==> src/hw/rtl/sedb_pkg.sv <==
`default_nettype none
// ----------------------------------------------------------------------------
// sedb_pkg
// Shared constants, codes and control structs of the seam energy DP and
// backtrace core.
// ----------------------------------------------------------------------------
package sedb_pkg;

   // sizing
   localparam int MAX_LINE_LENGTH = 1024;
   localparam int MAX_LINE_COUNT  = 1024;
   localparam int ENERGY_BITS     = 8;

   localparam int POS_BITS  = $clog2(MAX_LINE_LENGTH);
   localparam int LINE_BITS = $clog2(MAX_LINE_COUNT);
   localparam int LEN_BITS  = $clog2(MAX_LINE_LENGTH + 1);
   localparam int CNT_BITS  = $clog2(MAX_LINE_COUNT + 1);

   // fixed field widths
   localparam int ENERGY_IN_BITS = 8;
   localparam int OUT_BITS       = 10;
   localparam int DIM_BITS       = 11;
   localparam int SUM_BITS       = 18;
   localparam int CSR_DATA_BITS  = 32;
   localparam int CSR_ADDR_BITS  = 4;

   localparam logic [SUM_BITS-1:0] SUM_MAX = '1;
   localparam logic [ENERGY_IN_BITS-1:0] ENERGY_MASK =
      ENERGY_IN_BITS'((64'd1 << ENERGY_BITS) - 64'd1);

   // request kinds
   localparam logic KIND_PIXEL = 1'b0;
   localparam logic KIND_TRACE = 1'b1;

   // per-pixel step choices
   localparam logic [1:0] CH_CENTRE = 2'd0;
   localparam logic [1:0] CH_LEFT   = 2'd1;
   localparam logic [1:0] CH_RIGHT  = 2'd2;

   // register indexes
   typedef enum logic [1:0] {
      REG_SEAM_DIRECTION = 2'd0,
      REG_IMAGE_WIDTH    = 2'd1,
      REG_IMAGE_HEIGHT   = 2'd2
   } reg_index_type;

   typedef struct packed {
      logic                seam_direction;
      logic [DIM_BITS-1:0] image_width;
      logic [DIM_BITS-1:0] image_height;
   } cfg_type;

   typedef struct packed {
      logic pix_start;
      logic pix_rd_right;
      logic pix_commit;
      logic trace_start;
      logic trace_step;
   } cmd_type;

   typedef struct packed {
      logic map_complete;
      logic trace_line_zero;
      logic out_free;
   } status_type;

endpackage
`default_nettype wire

==> src/hw/rtl/sedb_ctrl.sv <==
`default_nettype none
// ----------------------------------------------------------------------------
// sedb_ctrl
// Sequencer: accepts requests and steps the datapath through pixel and
// trace operations.
// ----------------------------------------------------------------------------
module sedb_ctrl (
   input  logic                 clock,
   input  logic                 reset,
   input  logic                 req_valid,
   input  logic                 req_kind,
   output logic                 req_ready,
   input  sedb_pkg::status_type status,
   output sedb_pkg::cmd_type    cmd
);
   import sedb_pkg::*;

   typedef enum logic [3:0] {
      ST_IDLE     = 4'b0001,
      ST_PIX_RD   = 4'b0010,
      ST_PIX_CALC = 4'b0100,
      ST_TRACE    = 4'b1000
   } state_type;

   state_type state_ff, state_in;
   logic      ready_w;

   assign req_ready = ready_w;

   always_comb begin
      state_in = state_ff;
      cmd      = '0;
      ready_w  = 1'b0;
      unique case (state_ff)
         ST_IDLE: begin
            // a trace request needs the output slot; a pixel does not
            ready_w = (req_kind == KIND_PIXEL) || status.out_free;
            if (req_valid && ready_w) begin
               if (req_kind == KIND_PIXEL) begin
                  cmd.pix_start = 1'b1;
                  state_in      = ST_PIX_RD;
               end else if (status.map_complete) begin
                  cmd.trace_start = 1'b1;
                  if (!status.trace_line_zero) begin
                     state_in = ST_TRACE;
                  end
               end
            end
         end
         ST_PIX_RD: begin
            cmd.pix_rd_right = 1'b1;
            state_in         = ST_PIX_CALC;
         end
         ST_PIX_CALC: begin
            cmd.pix_commit = 1'b1;
            state_in       = ST_IDLE;
         end
         ST_TRACE: begin
            cmd.trace_step = 1'b1;
            state_in       = ST_IDLE;
         end
         default: begin
            state_in = ST_IDLE;
         end
      endcase
   end

   always_ff @(posedge clock) begin
      if (reset) begin
         state_ff <= ST_IDLE;
      end else begin
         state_ff <= state_in;
      end
   end

   a_pix_sequence: assert property (@(posedge clock) disable iff (reset)
      cmd.pix_start |=> state_ff == ST_PIX_RD ##1 state_ff == ST_PIX_CALC)
      else $error("pixel sequence broken");

   a_last_entry_no_step: assert property (@(posedge clock) disable iff (reset)
      (cmd.trace_start && status.trace_line_zero) |=> state_ff == ST_IDLE)
      else $error("trace step after last seam entry");

endmodule
`default_nettype wire

==> config.mk <==
export PLATFORM = sky130hd
export DESIGN_NAME = sedb_ctrl
export DESIGN_NICKNAME = d
export VERILOG_FILES = /design/src/hw/rtl/sedb_pkg.sv /design/src/hw/rtl/sedb_ctrl.sv
export SDC_FILE = /design/constraint.sdc
export NUM_CORES = 1
export LEC_CHECK = 0
export BUFFER_PORTS_ARGS = -buffer_cell sky130_fd_sc_hd__clkbuf_2
export CAP_MARGIN = 20
export CORE_AREA = 2 2 39 41
export CTS_CLUSTER_SIZE = 24
export DETAILED_ROUTE_END_ITERATION = 10
export DIE_AREA = 0 0 41 43
export HOLD_SLACK_MARGIN = 0.1
export PLACE_DENSITY = 0.36
export SETUP_SLACK_MARGIN = 0.02
export SLEW_MARGIN = 10
export SYNTH_ARGS = -nofsm -noshare
export SYNTH_HDL_FRONTEND = slang
export SYNTH_SLANG_ARGS = --single-unit
==> constraint.sdc <==
create_clock -name clock -period 1.3 [get_ports clock]
set_clock_uncertainty 0.2 [all_clocks]
set_input_delay 0.13 -clock clock [delete_from_list [all_inputs] [get_ports clock]]
set_output_delay 0.13 -clock clock [all_outputs]
set_load 0.03 [all_outputs]
==> flow_summary.toml <==
[power_and_ir_drop]
ir_drop_v = 0.0004022
cellPowerDensity_mw_per_mm2 = 700.1
power_uw = 398.6
power_leakage_uw = 0.0002469

[layout]
top_regs = "state_ff: 4 flops"
largest_reg_flops = 4
area_growth_pct = 177.4
diodes = 0
finalInstanceArea_sq_um = 569.3
nFillCells = 141
regMostFlops = "state_ff"
finalNetCount = 61
final_util = 0.4114
layout-drive-gt1-share = 0.6923

[yosys]
synth_edf_count = 0
synth_cells = 24
synth_area_leader_cell = "dfxtp_1"
ys_seq_elements = 4
syn-cell-area_sq_um = 205.2
ys_seq_area_frac = 0.3902
synth_area_leaders = "dfxtp_1 (39%), nor4b_1 (8.5%), nor3_1 (7.3%), nor4b_2 (7.3%), nor4_2 (6.1%)"
syn_nets = 31
synth_warnings = 0
ys_types = 14
syn_avg_cell_area_sq_um = 8.550
synth_commonest_cells = "dfxtp_1 (4), nand2_1 (3), nor3_1 (3)"
synthArstFlopShare = 0
synth_ff_type = "dfxtp_1"
yosysTopAreaCellShare = 0.3902
synth_most_common_cell = "dfxtp_1"

[timing]
hold_viol_final = 0
maxSlewHeadroom = 0.8370
worst_slack_ns = -0.2978
worstMarginPinSlew_ns = 0.2434
setup_violations = 8
rsz0062_at_grt = "true"
fin_crit_sh = 1.229
max_freq_mhz = 625.9
layout_min_cycle_time_ns = 1.598
finalMaxSlewViolations = 0

[worst_setup_path]
path_cells = "nor4b_4 > nand2_2 > nor2_4 > clkbuf_8"
slowest_delay_ns = 0.32
reg2reg_to = "state_ff[3]$_SDFFE_PP0P_"
r2r_cells = 5
criticalPathCategory = "reg -> out"
worstPathRequired_ns = 0.97
ff2ff_setup_slack_ns = -0.23
cp_slowest_cell = "dfxtp_2"
critPathMaxFanout = 3
end_kind = "output pin"
worst_ep_arrival_time_ns = 1.27
rr_startpoint = "state_ff[1]$_SDFFE_PP0P_"
critPathLaunchType = "register"

[drt]
drt-total-wl_um = 685
drc = 0
avgViaCountPerCell = 4.397
drt_first_pass_iters = 3
vias = 299
drt_iter0_drc = 6
ant_nets = 0
avgRoutedWirePerCell_um = 10.07

[min_path]
holdPathStages = 3
min_to = "state_ff[0]$_SDFFE_PP1P_"
min_from = "req_kind"
hold_class = "in -> reg"

[floorplanning]
die_w_um = 41
die_area_sq_mm = 0.001763
die_y_um = 43
core_sq_mm = 0.001384
io_pins = 13
rows = 14
start_util = 0.1483

[clocking]
clk_pin_slew_ns = 0.03
htreeDepth = 1
clkLatencyLatePin_ns = 0.23
ctsLongestPathBuffers = 2
cts_inserted_buffers = 3
cts_tree = "done"
clock-sinks = 4
root_buffer = "clkbuf_4"

[place]
pre_cts_slack_ns = -0.1524
port_buffers = 12
placed_area_sq_um = 370.4
gp_congestion = 0.6287
post-dp-hpwl_um = 541

[flow_run]
cap_violations = 0

[grt]
grt_antenna_before_repair = 0
grt_pass1_vias = 304
grt.total_usage = 0.1063
grt_max_degree = 6
grt_first_pass_wirelength_um = 1228
overflow = 0

[run_status]
status = "complete, but fails checks"
violations = "setup timing"
## layout make-up
cell class                      instances  area, sq um  area share
Tap cell                               16        20.02     0.03516
Sequential cell                         4        87.58      0.1538
Clock buffer                            3        22.52     0.03956
Timing Repair Buffer                   25        236.5      0.4154
Multi-Input combinational cell         19        198.9      0.3495
Inverter                                1        3.754    0.006593
## cells by family after synthesis
group | after synthesis | share of synthesized area
flops | 4 | 0.3903
simple gates | 16 | 0.4939
compound gates | 3 | 0.09756
buf+inv | 1 | 0.01828
## how the worst max path moves through the flow
stage | to | start | depth (start not counted)
after floorplan | cmd[0] | state_ff[3]$_SDFFE_PP0P_ | 1
final | cmd[4] | state_ff[1]$_SDFFE_PP0P_ | 4
after CTS | cmd[1] | state_ff[2]$_SDFFE_PP0P_ | 4
after global routing | cmd[4] | state_ff[1]$_SDFFE_PP0P_ | 4
after global placement | cmd[4] | state_ff[1]$_SDFFE_PP0P_ | 4
after detailed placement | cmd[4] | state_ff[1]$_SDFFE_PP0P_ | 4
## stage by stage
| stage | hold WS [ns] | instances | TNS [ns] |
|---|---|---|---|
| 2_1_floorplan | -0.0006440 | 24 | -0.2675 |
| 3_3_place_gp | 0.1305 | 57 | -0.4731 |
| 3_5_place_dp | 0.1261 | 57 | -0.4598 |
| 4_1_cts | 0.1047 | 68 | -1.950 |
| 5_1_grt | 0.1232 | 68 | -2.290 |
| 6_report | 0.1092 | 68 | -1.684 |
## per-layer routing
metal	GRT usage	vias up	routed length [um]	share of wire
met5	0	-	0	0
li1	-	150	-	-
met4	0.04000	0	0	0
met2	0.1750	11	405	0.59
met1	0.1026	138	230	0.34
met3	0.06283	0	48	0.070
## what timing repair did
| item | in CTS | in global routing |
|---|---|---|
| hold endpoints to repair | 4 | 0 |
| setup endpoints to repair | 9 | 8 |
| pin swaps | 4 | 4 |
| gates cloned | 0 | 0 |
| resized for setup | 20 | 6 |
| setup buffers | 2 | 0 |
| hold buffers | 6 | 0 |
## report_power, final
group	leakage, uW	total [uW]	switching, uW	internal (uW)
combinational	0.000199	124	55.4	68.6
sequential	0.0000339	129	3.24	126
clock	0.0000138	146	42.8	103
total	0.000247	399	101	297
## cells in the final DEF, fill, tap and decap left out
master / netlist / routed
nor4b_4: 0 / 2
clkbuf_4: 0 / 3
clkbuf_2: 0 / 6
nor4_1: 1 / 1
nand3_1: 2 / 2
nor3_4: 0 / 1
dfxtp_2: 0 / 3
nand2b_4: 0 / 1
dfxtp_4: 0 / 1
nor4b_2: 1 / 1
a21boi_4: 0 / 1
buf_4: 0 / 4
inv_1: 1 / 1
dlygate4sd3_1: 0 / 6
o211ai_1: 1 / 1
nor2_4: 0 / 2
nand2_2: 0 / 1
buf_6: 0 / 4
nor3_1: 3 / 2
clkbuf_8: 0 / 3
nor4_2: 1 / 1
o21ai_0: 1 / 1
nand2_1: 3 / 2
buf_8: 0 / 2
## worst max-delay path, delay by kind of cell (launching register included)
| kind | cells | cell delay (ns) |
|---|---|---|
| buffers and inverters | 1 | 0.16 |
| flip-flops | 1 | 0.32 |
| AND/OR/NAND/NOR | 3 | 0.57 |
No activity file was read; power rests on OpenSTA's default activity.
