===== config.mk =====
export PLATFORM = sky130hd
export DESIGN_NAME = sedb_csr
export DESIGN_NICKNAME = d
export VERILOG_FILES = /design/src/hw/rtl/sedb_pkg.sv /design/src/hw/rtl/sedb_csr.sv
export SDC_FILE = /design/constraint.sdc
export NUM_CORES = 1
export LEC_CHECK = 0
export ABC_AREA = 0
export BUFFER_PORTS_ARGS = -buffer_cell sky130_fd_sc_hd__buf_2
export CORE_ASPECT_RATIO = 1.1
export CORE_UTILIZATION = 37
export CTS_BUF_LIST = sky130_fd_sc_hd__clkbuf_8
export CTS_CLUSTER_DIAMETER = 200
export DETAILED_ROUTE_END_ITERATION = 7
export PLACE_DENSITY = 0.89
export REMOVE_ABC_BUFFERS = 1
export SLEW_MARGIN = 15
export SYNTH_ARGS = -nofsm -noshare
export SYNTH_HDL_FRONTEND = slang
export SYNTH_SLANG_ARGS = --single-unit

===== constraint.sdc =====
create_clock -name clock -period 0.9 [get_ports clock]
set_input_delay 0.135 -clock clock [delete_from_list [all_inputs] [get_ports clock]]
set_output_delay 0.135 -clock clock [all_outputs]
set_load 0.02 [all_outputs]

===== src/hw/rtl/sedb_pkg.sv =====
`default_nettype none
// ----------------------------------------------------------------------------
// sedb_pkg
// Shared constants, codes and control structs of the seam energy DP and
// backtrace core.
// ----------------------------------------------------------------------------
package sedb_pkg;

   // sizing
   localparam int MAX_LINE_LENGTH = 1024;
   localparam int MAX_LINE_COUNT  = 1024;
   localparam int ENERGY_BITS     = 8;

   localparam int POS_BITS  = $clog2(MAX_LINE_LENGTH);
   localparam int LINE_BITS = $clog2(MAX_LINE_COUNT);
   localparam int LEN_BITS  = $clog2(MAX_LINE_LENGTH + 1);
   localparam int CNT_BITS  = $clog2(MAX_LINE_COUNT + 1);

   // fixed field widths
   localparam int ENERGY_IN_BITS = 8;
   localparam int OUT_BITS       = 10;
   localparam int DIM_BITS       = 11;
   localparam int SUM_BITS       = 18;
   localparam int CSR_DATA_BITS  = 32;
   localparam int CSR_ADDR_BITS  = 4;

   localparam logic [SUM_BITS-1:0] SUM_MAX = '1;
   localparam logic [ENERGY_IN_BITS-1:0] ENERGY_MASK =
      ENERGY_IN_BITS'((64'd1 << ENERGY_BITS) - 64'd1);

   // request kinds
   localparam logic KIND_PIXEL = 1'b0;
   localparam logic KIND_TRACE = 1'b1;

   // per-pixel step choices
   localparam logic [1:0] CH_CENTRE = 2'd0;
   localparam logic [1:0] CH_LEFT   = 2'd1;
   localparam logic [1:0] CH_RIGHT  = 2'd2;

   // register indexes
   typedef enum logic [1:0] {
      REG_SEAM_DIRECTION = 2'd0,
      REG_IMAGE_WIDTH    = 2'd1,
      REG_IMAGE_HEIGHT   = 2'd2
   } reg_index_type;

   typedef struct packed {
      logic                seam_direction;
      logic [DIM_BITS-1:0] image_width;
      logic [DIM_BITS-1:0] image_height;
   } cfg_type;

   typedef struct packed {
      logic pix_start;
      logic pix_rd_right;
      logic pix_commit;
      logic trace_start;
      logic trace_step;
   } cmd_type;

   typedef struct packed {
      logic map_complete;
      logic trace_line_zero;
      logic out_free;
   } status_type;

endpackage
`default_nettype wire


===== src/hw/rtl/sedb_csr.sv =====
`default_nettype none
// ----------------------------------------------------------------------------
// sedb_csr
// APB-style register file: seam direction and image size, with a restart
// pulse on every write to a known register.
// ----------------------------------------------------------------------------
module sedb_csr (
   input  logic                                clock,
   input  logic                                reset,
   input  logic                                csr_psel,
   input  logic                                csr_penable,
   input  logic                                csr_pwrite,
   input  logic [sedb_pkg::CSR_ADDR_BITS-1:0]  csr_paddr,
   input  logic [sedb_pkg::CSR_DATA_BITS-1:0]  csr_pwdata,
   output logic [sedb_pkg::CSR_DATA_BITS-1:0]  csr_prdata,
   output logic                                csr_pready,
   output sedb_pkg::cfg_type                   cfg,
   output logic                                restart
);
   import sedb_pkg::*;

   cfg_type       cfg_ff, cfg_in;
   logic          wr_en;
   reg_index_type reg_idx;

   assign csr_pready = 1'b1;
   assign wr_en      = csr_psel && csr_penable && csr_pwrite;
   assign reg_idx    = reg_index_type'(csr_paddr[CSR_ADDR_BITS-1:2]);
   assign cfg        = cfg_ff;

   always_comb begin
      cfg_in  = cfg_ff;
      restart = 1'b0;
      if (wr_en) begin
         unique case (reg_idx)
            REG_SEAM_DIRECTION: begin
               cfg_in.seam_direction = csr_pwdata[0];
               restart = 1'b1;
            end
            REG_IMAGE_WIDTH: begin
               cfg_in.image_width = csr_pwdata[DIM_BITS-1:0];
               restart = 1'b1;
            end
            REG_IMAGE_HEIGHT: begin
               cfg_in.image_height = csr_pwdata[DIM_BITS-1:0];
               restart = 1'b1;
            end
            default: begin
            end
         endcase
      end
   end

   always_comb begin
      unique case (reg_idx)
         REG_SEAM_DIRECTION: csr_prdata = CSR_DATA_BITS'(cfg_ff.seam_direction);
         REG_IMAGE_WIDTH:    csr_prdata = CSR_DATA_BITS'(cfg_ff.image_width);
         REG_IMAGE_HEIGHT:   csr_prdata = CSR_DATA_BITS'(cfg_ff.image_height);
         default:            csr_prdata = '0;
      endcase
   end

   always_ff @(posedge clock) begin
      if (reset) begin
         cfg_ff.seam_direction <= 1'b0;
         cfg_ff.image_width    <= DIM_BITS'(1024);
         cfg_ff.image_height   <= DIM_BITS'(1024);
      end else begin
         cfg_ff <= cfg_in;
      end
   end

endmodule
`default_nettype wire


==> flow_summary_export.csv, run 1 <==
group,metric,value,unit
sta,maxSlewViolCount,0,
sta,tns,-2.80,ns
logic_synthesis,synth_cell_types,19,
placement,dp_slack,-0.241,ns
logic_synthesis,ys_top_cells_by_area,"dfxtp_1 36%, mux2i_1 19%, nand2b_1 15%, buf_4 14%, a22o_1 6.9%",
route,dr.pass1.iters,8,
layout,regArea,489,um^2
clock_tree,clkTransAtPathRegs,0.08,ns
sta,finalHoldViolCount,0,
logic_synthesis,syn_inst,132,
worst_hold_path,min_path_type,"input port to register",
outcome,status,"finished with violations",
critical_path,critPathCaptureType,"output pin",
sta,post-route-period-util,1.26,
critical_path,critPathRequiredTime,0.76,ns
critical_path,path_max_fanout,2,
outcome,violations,"design-rule violations, negative setup slack",
layout,multi_input_area,711,um^2
layout,largest_reg_flops,23,
die,die_w,57.8,um
clock_tree,cts.sinks,23,
placement,port_buffers,52,
clock_tree,clk_latency,0.26,ns
clock_tree,cts_made_buffers,3,
clock_tree,root_buffer,"clkbuf_8",
layout,area_growth,62.5,%
die,dieArea,3660,um^2
route,vias,1129,
logic_synthesis,syn_area,1270,um^2
critical_path,r2r_slack,0.05,ns
placement,gp_congestion,0.713,
die,core,3150,um^2
layout,mostFrequentLayoutCells,"42 x buf_6, 31 x nand2b_1, 24 x mux2i_1",
layout,drive_above_1_share,0.529,
route,drcViolationCount,5,
logic_synthesis,ys_ff_latch,23,
die,dieHeight,63.4,um
route,drtIter0Drc,71,
job,maxCapViolCount,0,
placement,dp_hpwl,2060,um
critical_path,cp_cell_sequence,"mux2i_1 -> o21ai_1 -> buf_2",
critical_path,critPathArrivalTime,1.00,ns
clock_tree,htreeDepth,1,
logic_synthesis,synth_area_per_cell,9.59,um^2
die,start_util,0.402,
route,vias_per_cell,4.70,
grt,grt_pass1_wl,4750,um
die,num_rows,21,
layout,nets,248,
grt,grt.total_usage,0.172,
logic_synthesis,synth_top_area_cell,"dfxtp_1",
logic_synthesis,yosys_warnings,0,
clock_tree,cts_tree,"built",
grt,grt_max_degree,22,
pwr,leakage,0.979,nW
grt,grt_pass1_vias,1033,
layout,postLayoutCellArea,2060,um^2
sta,whs,0.142,ns
route,wirelength,3520,um
sta,fmax,881,MHz
layout,final_cells,240,
critical_path,critPathMaxStageDelay,0.33,ns
logic_synthesis,synth_top_area_share,0.364,
sta,min_period,1.14,ns
grt,antenna_found_initial,0,
sta,finalSetupViolCount,18,
grt,grt_overflow,0,
layout,final_util,0.653,
critical_path,slowest_stage,"dfxtp_2",
clock_tree,clk_path_buf_depth,2,
placement,place_area,1600,um^2
pwr,max-vdd-ir-drop,0.673,mV
sta,finalClockSkew,0,ns
critical_path,start_kind,"register",
critical_path,path_class,"register to output pin",
sta,rsz0062_at_grt,"yes",
layout,layout_commonest_cell,"buf_6",
sta,setup_ws,-0.235,ns
layout,nFillCells,251,
layout,num_antenna_cells,0,
pwr,powerDensity,1030,nW/um^2
placement,placed_cells,225,
route,routedWlPerCell,14.7,um
route,ant_nets,0,
die,ios,98,
pwr,power,2.12,mW
logic_synthesis,yosysSeqAreaShare,0.364,
[worst max-delay path, delay by kind of cell (launching register included)]
kind	cells	cell delay, ns
flops	1	0.33
mux	1	0.17
buf+inv	1	0.16
compound gates	1	0.08
[logic make-up after synthesis]
group                  synth area share
AND/OR/NAND/NOR                   0.205
multiplexers                      0.190
other                           0.00593
buffers and inverters             0.159
flip-flops                        0.364
AO/OA/AOI/OAI                    0.0771
[layer usage]
metal,GRT usage,up-vias,wire (um)
met1,0.191,526,1430
met4,0.0536,0,29
met2,0.324,54,1880
met3,0.0287,4,175
li1,-,545,-
met5,0,-,0
[power breakdown]
| part | switching, mW | internal [mW] |
|---|---|---|
| logic | 0.240 | 0.202 |
| registers | 0.0114 | 1.03 |
| clock network | 0.326 | 0.304 |
[timing repair]
item                       in CTS  in global routing
hold buffers                    0                  0
buffers inserted                5                  6
resized for setup              82                 29
setup endpoints to repair      35                 37
hold endpoints to repair        0                  0
pin swaps                       4                  6
cloned                          0                  0
[final timing paths]
| check | to | depth (start not counted) | from |
|---|---|---|---|
| max | csr_prdata[0] | 3 | cfg[11] |
| max reg2reg | cfg[11] | 4 | cfg[11] |
| min reg2reg | cfg[16] | 2 | cfg[16] |
| min | cfg[13] | 3 | csr_pwdata[2] |
[synthesized netlist by cell type]
| cell type | number |
|---|---|
| o21ai_0 | 1 |
| nand4_1 | 1 |
| nor3b_1 | 1 |
| a21oi_1 | 1 |
| dfxtp_1 | 23 |
| nand2b_1 | 31 |
| a22o_1 | 10 |
| nand2_1 | 1 |
| nor3b_2 | 1 |
| nor2b_1 | 1 |
| buf_2 | 2 |
| nand3_1 | 1 |
| nor3_1 | 1 |
| buf_4 | 24 |
| and2b_1 | 1 |
| mux2i_1 | 24 |
| conb_1 | 2 |
| clkbuf_1 | 3 |
| nor2_1 | 3 |
[cell type report]
type / count / share of cell area
clock buffer: 3 / 0.0201
clock inverter: 1 / 0.00182
multi-input combinational: 100 / 0.345
sequential: 23 / 0.238
tap: 34 / 0.0207
timing repair buffer: 79 / 0.374
No activity file was read; power rests on OpenSTA's default activity.
==> run 2, diff against run 1 <==
--- a/config.mk
+++ b/config.mk
@@ -8,11 +8,10 @@
 export ABC_AREA = 0
 export BUFFER_PORTS_ARGS = -buffer_cell sky130_fd_sc_hd__buf_2
 export CORE_ASPECT_RATIO = 1.1
-export CORE_UTILIZATION = 37
-export CTS_BUF_LIST = sky130_fd_sc_hd__clkbuf_8
+export CORE_UTILIZATION = 35
 export CTS_CLUSTER_DIAMETER = 200
 export DETAILED_ROUTE_END_ITERATION = 7
-export PLACE_DENSITY = 0.89
+export PLACE_DENSITY = 0.85
 export REMOVE_ABC_BUFFERS = 1
 export SLEW_MARGIN = 15
 export SYNTH_ARGS = -nofsm -noshare
==> run 2 against run 1 <==
Net effect: the flow finishes with violations (negative setup slack); largest power group unchanged; clock-buffer cell count unchanged; via count up 0.18%; sequential power is essentially flat; final cell count increased by 7.9%; critical path depth is 3 higher; setup slack worse by 0.033 ns; power fell by 9.0%; maximum frequency decreased by 2.8%; sequential share of layout area hardly changed; clock power fell by 21%; non-clock buffer count up 5; wire length decreased by 11%.
==> flow_summary_export.csv, run 2 (synthesis gave the netlist of run 1 again) <==
group,metric,value,unit
sta,finalClockSkew,0,ns
clock_tree,root_buffer,"clkbuf_4",
route,drtIter0Drc,41,
sta,setup_ws,-0.268,ns
die,dieHeight,65.1,um
clock_tree,cts.sinks,23,
clock_tree,clk_latency,0.31,ns
critical_path,path_max_fanout,11,
layout,mostFrequentLayoutCells,"48 x buf_6, 31 x nand2b_1, 24 x mux2i_1",
pwr,leakage,0.970,nW
layout,area_growth,62.3,%
die,dieArea,3860,um^2
critical_path,cp_common_cell,"buf_4",
clock_tree,clkTransAtPathRegs,0.14,ns
layout,layout_commonest_cell,"buf_6",
die,core,3390,um^2
sta,rsz0062_at_grt,"yes",
die,num_rows,22,
route,ant_nets,0,
clock_tree,cts_made_buffers,3,
grt,grt_pass1_wl,4910,um
clock_tree,postCtsHoldBufs,0,
layout,final_cells,259,
critical_path,critPathArrivalTime,1.03,ns
sta,finalSetupViolCount,35,
job,maxCapViolCount,0,
route,drcViolationCount,0,
clock_tree,cts_tree,"built",
die,die_w,59.4,um
sta,min_period,1.17,ns
placement,dp_hpwl,2120,um
grt,use_met2,0.298,
grt,grt_pass1_vias,1106,
critical_path,cp_cell_sequence,"buf_2 -> buf_4 -> nor2b_1 -> buf_4 -> a22o_1 -> buf_6",
sta,fmax,856,MHz
placement,gp_congestion,0.686,
die,start_util,0.374,
worst_hold_path,holdPathStages,3,
worst_hold_path,min_path_type,"input port to register",
clock_tree,htreeDepth,1,
die,ios,98,
route,vias_per_cell,4.37,
critical_path,startpoint,"csr_paddr[3]",
route,dr.pass1.iters,4,
critical_path,rr_worst_depth,4,
critical_path,critPathRequiredTime,0.76,ns
layout,nets,253,
sta,tns,-5.05,ns
critical_path,start_kind,"input port",
outcome,violations,"negative setup slack",
placement,port_buffers,52,
critical_path,critPathCaptureType,"output pin",
grt,gr-max-usage-layer,"met2",
grt,grt.met3_usage,0.0359,
clock_tree,clk_path_buf_depth,2,
sta,post-route-period-util,1.30,
route,routedWlPerCell,12.1,um
route,vias,1131,
grt,antenna_found_initial,0,
layout,nFillCells,310,
layout,num_antenna_cells,0,
grt,grt_max_degree,15,
grt,grt.total_usage,0.167,
route,wirelength,3140,um
outcome,status,"finished with violations",
layout,drive_above_1_share,0.540,
critical_path,critPathMaxStageDelay,0.22,ns
sta,maxSlewViolCount,0,
worst_hold_path,holdCritStartpoint,"csr_pwdata[4]",
critical_path,path_class,"input port to output pin",
layout,largest_reg_flops,23,
pwr,max-vdd-ir-drop,0.678,mV
placement,placed_cells,236,
critical_path,slowest_stage,"a22o_1",
sta,finalHoldViolCount,0,
pwr,powerDensity,937,nW/um^2
grt,grt_overflow,0,
critical_path,r2r_start,"cfg[13]",
grt,grt_util_met1,0.200,
==> run 2: report_power, final <==
group	leakage [nW]	switching, mW	internal (mW)
Combinational	0.761	0.219	0.167
Clock	0.0139	0.326	0.169
Sequential	0.195	0.0108	1.03
Total	0.970	0.557	1.37
==> run 2: cell type report <==
class,instances,area (um^2),area share
multi-input combinational,100,694,0.338
clock inverter,1,7.51,0.00365
clock buffer,3,22.5,0.0110
timing repair buffer,84,781,0.380
sequential,23,489,0.238
tap,48,60.1,0.0292
==> run 2: worst paths after layout <==
check	endpoint	slack, ns
hold reg to reg	cfg[8]	0.50
hold / removal	cfg[15]	0.08
setup / recovery	csr_prdata[6]	-0.27
setup reg to reg	cfg[13]	0.11
==> run 2: routing by layer <==
metal  share of wire  vias to the layer above
li1                -                      560
met1            0.42                      518
met2            0.51                       53
met3           0.066                        0
met4               0                        0
met5               0                        -
==> run 2: through the flow <==
stage	util	worst slack, ns	area [um^2]	hold slack [ns]	total power, mW
finish	0.607	-0.268	2050	0.0792	1.93
global route	0.607	-0.354	2050	0.0613	2.04
CTS	0.585	-0.261	1980	0.0696	1.93
detailed placement	0.464	-0.435	1570	0.430	1.39
global placement	0.464	-0.389	1570	0.408	1.38
floorplan	-	-0.390	1140	0.291	1.26
==> run 2: what timing repair did <==
item,CTS,global route
buffers inserted,15,4
resized for setup,99,12
endpoints found under the setup margin,44,37
pin swaps,0,3
==> run 2: worst max-delay path: cells and delay by family <==
family / cells / cell delay (ns)
AO/OA/AOI/OAI: 1 / 0.22
AND/OR/NAND/NOR: 1 / 0.12
buffers and inverters: 4 / 0.55
==> run 3, diff against run 2 <==
--- a/config.mk
+++ b/config.mk
@@ -6,12 +6,13 @@
 export NUM_CORES = 1
 export LEC_CHECK = 0
 export ABC_AREA = 0
-export BUFFER_PORTS_ARGS = -buffer_cell sky130_fd_sc_hd__buf_2
 export CORE_ASPECT_RATIO = 1.1
-export CORE_UTILIZATION = 35
+export CORE_UTILIZATION = 40
 export CTS_CLUSTER_DIAMETER = 200
+export CTS_CLUSTER_SIZE = 12
 export DETAILED_ROUTE_END_ITERATION = 7
-export PLACE_DENSITY = 0.85
+export DONT_BUFFER_PORTS = 1
+export PLACE_DENSITY = 0.66
 export REMOVE_ABC_BUFFERS = 1
 export SLEW_MARGIN = 15
 export SYNTH_ARGS = -nofsm -noshare
==> run 3 against run 2 <==
Net effect: the flow still finishes with violations (negative setup slack); sequential cell count is the same; global-route usage grew 1.2 points; combinational power decreased by 9.1%; critical path type is now register to output pin; clock skew unchanged.
==> flow_summary_export.csv, run 3 (synthesis gave the netlist of run 1 again) <==
group,metric,value,unit
outcome,status,"finished with violations",
outcome,violations,"negative setup slack",
placement,place_area,1450,um^2
pwr,max-vdd-ir-drop,0.905,mV
critical_path,critPathArrivalTime,1.01,ns
clock_tree,cts.sinks,23,
route,vias,1021,
clock_tree,clk_path_buf_depth,2,
placement,port_buffers,0,
layout,nFillCells,243,
layout,multi_input_area,767,um^2
critical_path,start_kind,"register",
critical_path,critPathMaxStageDelay,0.35,ns
clock_tree,cts_tree,"built",
critical_path,critPathCaptureType,"output pin",
critical_path,r2r_start,"cfg[16]",
critical_path,path_class,"register to output pin",
critical_path,slowest_stage,"dfxtp_2",
route,drtIter0Drc,17,
sta,setup_ws,-0.249,ns
critical_path,critPathRequiredTime,0.76,ns
critical_path,cp_cell_sequence,"mux2i_1 -> o21ai_1 -> buf_4",
die,die_w,55.6,um
placement,dp_hpwl,1970,um
layout,layout_commonest_cell,"nand2b_1",
worst_hold_path,min_path_type,"input port to register",
route,routedWlPerCell,14.9,um
die,core,3020,um^2
layout,area_growth,49.0,%
sta,rsz0062_at_grt,"yes",
sta,post-route-period-util,1.28,
die,dieArea,3390,um^2
critical_path,startpoint,"cfg[22]",
grt,grt_pass1_vias,989,
clock_tree,clkTransAtPathRegs,0.12,ns
critical_path,path_delay_family,"flip-flops",
sta,fmax,870,MHz
grt,grt_overflow,0,
sta,tns,-3.02,ns
sta,finalClockSkew,0,ns
route,ant_nets,0,
die,dieHeight,61.0,um
die,start_util,0.419,
route,vias_per_cell,4.79,
sta,min_period,1.15,ns
grt,grt.total_usage,0.179,
clock_tree,root_buffer,"clkbuf_4",
layout,final_util,0.624,
layout,postLayoutCellArea,1890,um^2
sta,finalHoldViolCount,0,
worst_hold_path,holdCritStartpoint,"reset",
critical_path,path_max_fanout,2,
clock_tree,clk_latency,0.29,ns
die,ios,98,
grt,grt_pass1_wl,4570,um
layout,nets,221,
pwr,leakage,0.879,nW
layout,mostFrequentLayoutCells,"31 x nand2b_1, 29 x buf_6, 24 x mux2i_1",
layout,regArea,494,um^2
clock_tree,cts_made_buffers,3,
job,maxCapViolCount,0,
placement,gp_congestion,0.783,
pwr,powerDensity,979,nW/um^2
grt,antenna_found_initial,0,
route,wirelength,3160,um
route,dr.pass1.iters,3,
layout,largest_reg_flops,23,
sta,maxSlewViolCount,0,
sta,whs,0.00418,ns
layout,drive_above_1_share,0.430,
route,drcViolationCount,0,
layout,num_antenna_cells,0,
critical_path,cp.buffers_inverters,1,
grt,grt_max_degree,23,
clock_tree,htreeDepth,1,
sta,finalSetupViolCount,33,
die,num_rows,21,
-- run 3: changes by cell type in the layout (fill, tap and decap cells not counted), sizes merged --
cell          before  now
buf               84   40
dlygate4sd3        0   11
clkbuf             3    4
clkinvlp           1    0
dlymetal6s4s       0    1
-- run 3: through the flow --
stage	instances	setup slack [ns]	total power [mW]
2_1_floorplan	123	-0.390	1.26
3_3_place_gp	189	-0.103	1.32
3_5_place_dp	189	-0.149	1.32
4_1_cts	202	-0.231	1.85
5_1_grt	213	-0.331	1.96
6_report	213	-0.249	1.85
-- run 3: layout make-up --
| class | instances | share of cell area |
|---|---|---|
| clock buffers | 4 | 0.0139 |
| flip-flops and latches | 23 | 0.262 |
| repair buffers | 52 | 0.295 |
| multi-input cells | 100 | 0.406 |
| well taps | 34 | 0.0225 |
-- run 3: path summary, 6_finish.rpt --
| path | to | slack (ns) | depth (start not counted) |
|---|---|---|---|
| worst min-delay path | cfg[15] | 0.004 | 2 |
| worst min register to register | cfg[9] | 0.51 | 2 |
| worst max register to register | cfg[16] | 0.07 | 4 |
| worst max-delay path | csr_prdata[0] | -0.25 | 3 |
-- run 3: power breakdown --
| part | total (mW) | internal (mW) | switching [mW] |
|---|---|---|---|
| sequential | 1.04 | 1.03 | 0.0123 |
| clock | 0.456 | 0.172 | 0.284 |
| combinational | 0.351 | 0.149 | 0.202 |
-- run 3: timing repair --
action / 4_1_cts / 5_1_grt
setup endpoints to repair: 34 / 47
pin swaps: 0 / 1
endpoints found under the hold margin: 16 / 5
setup buffers: 1 / 7
hold buffers: 8 / 4
resized for setup: 62 / 10
cloned: 0 / 0
-- run 3: per-layer routing --
metal,global-route usage,vias up,part of all wire
li1,-,497,-
met1,0.196,472,0.40
met2,0.344,50,0.53
met3,0.0504,2,0.063
met4,0.0536,0,0.0025
met5,0,-,0
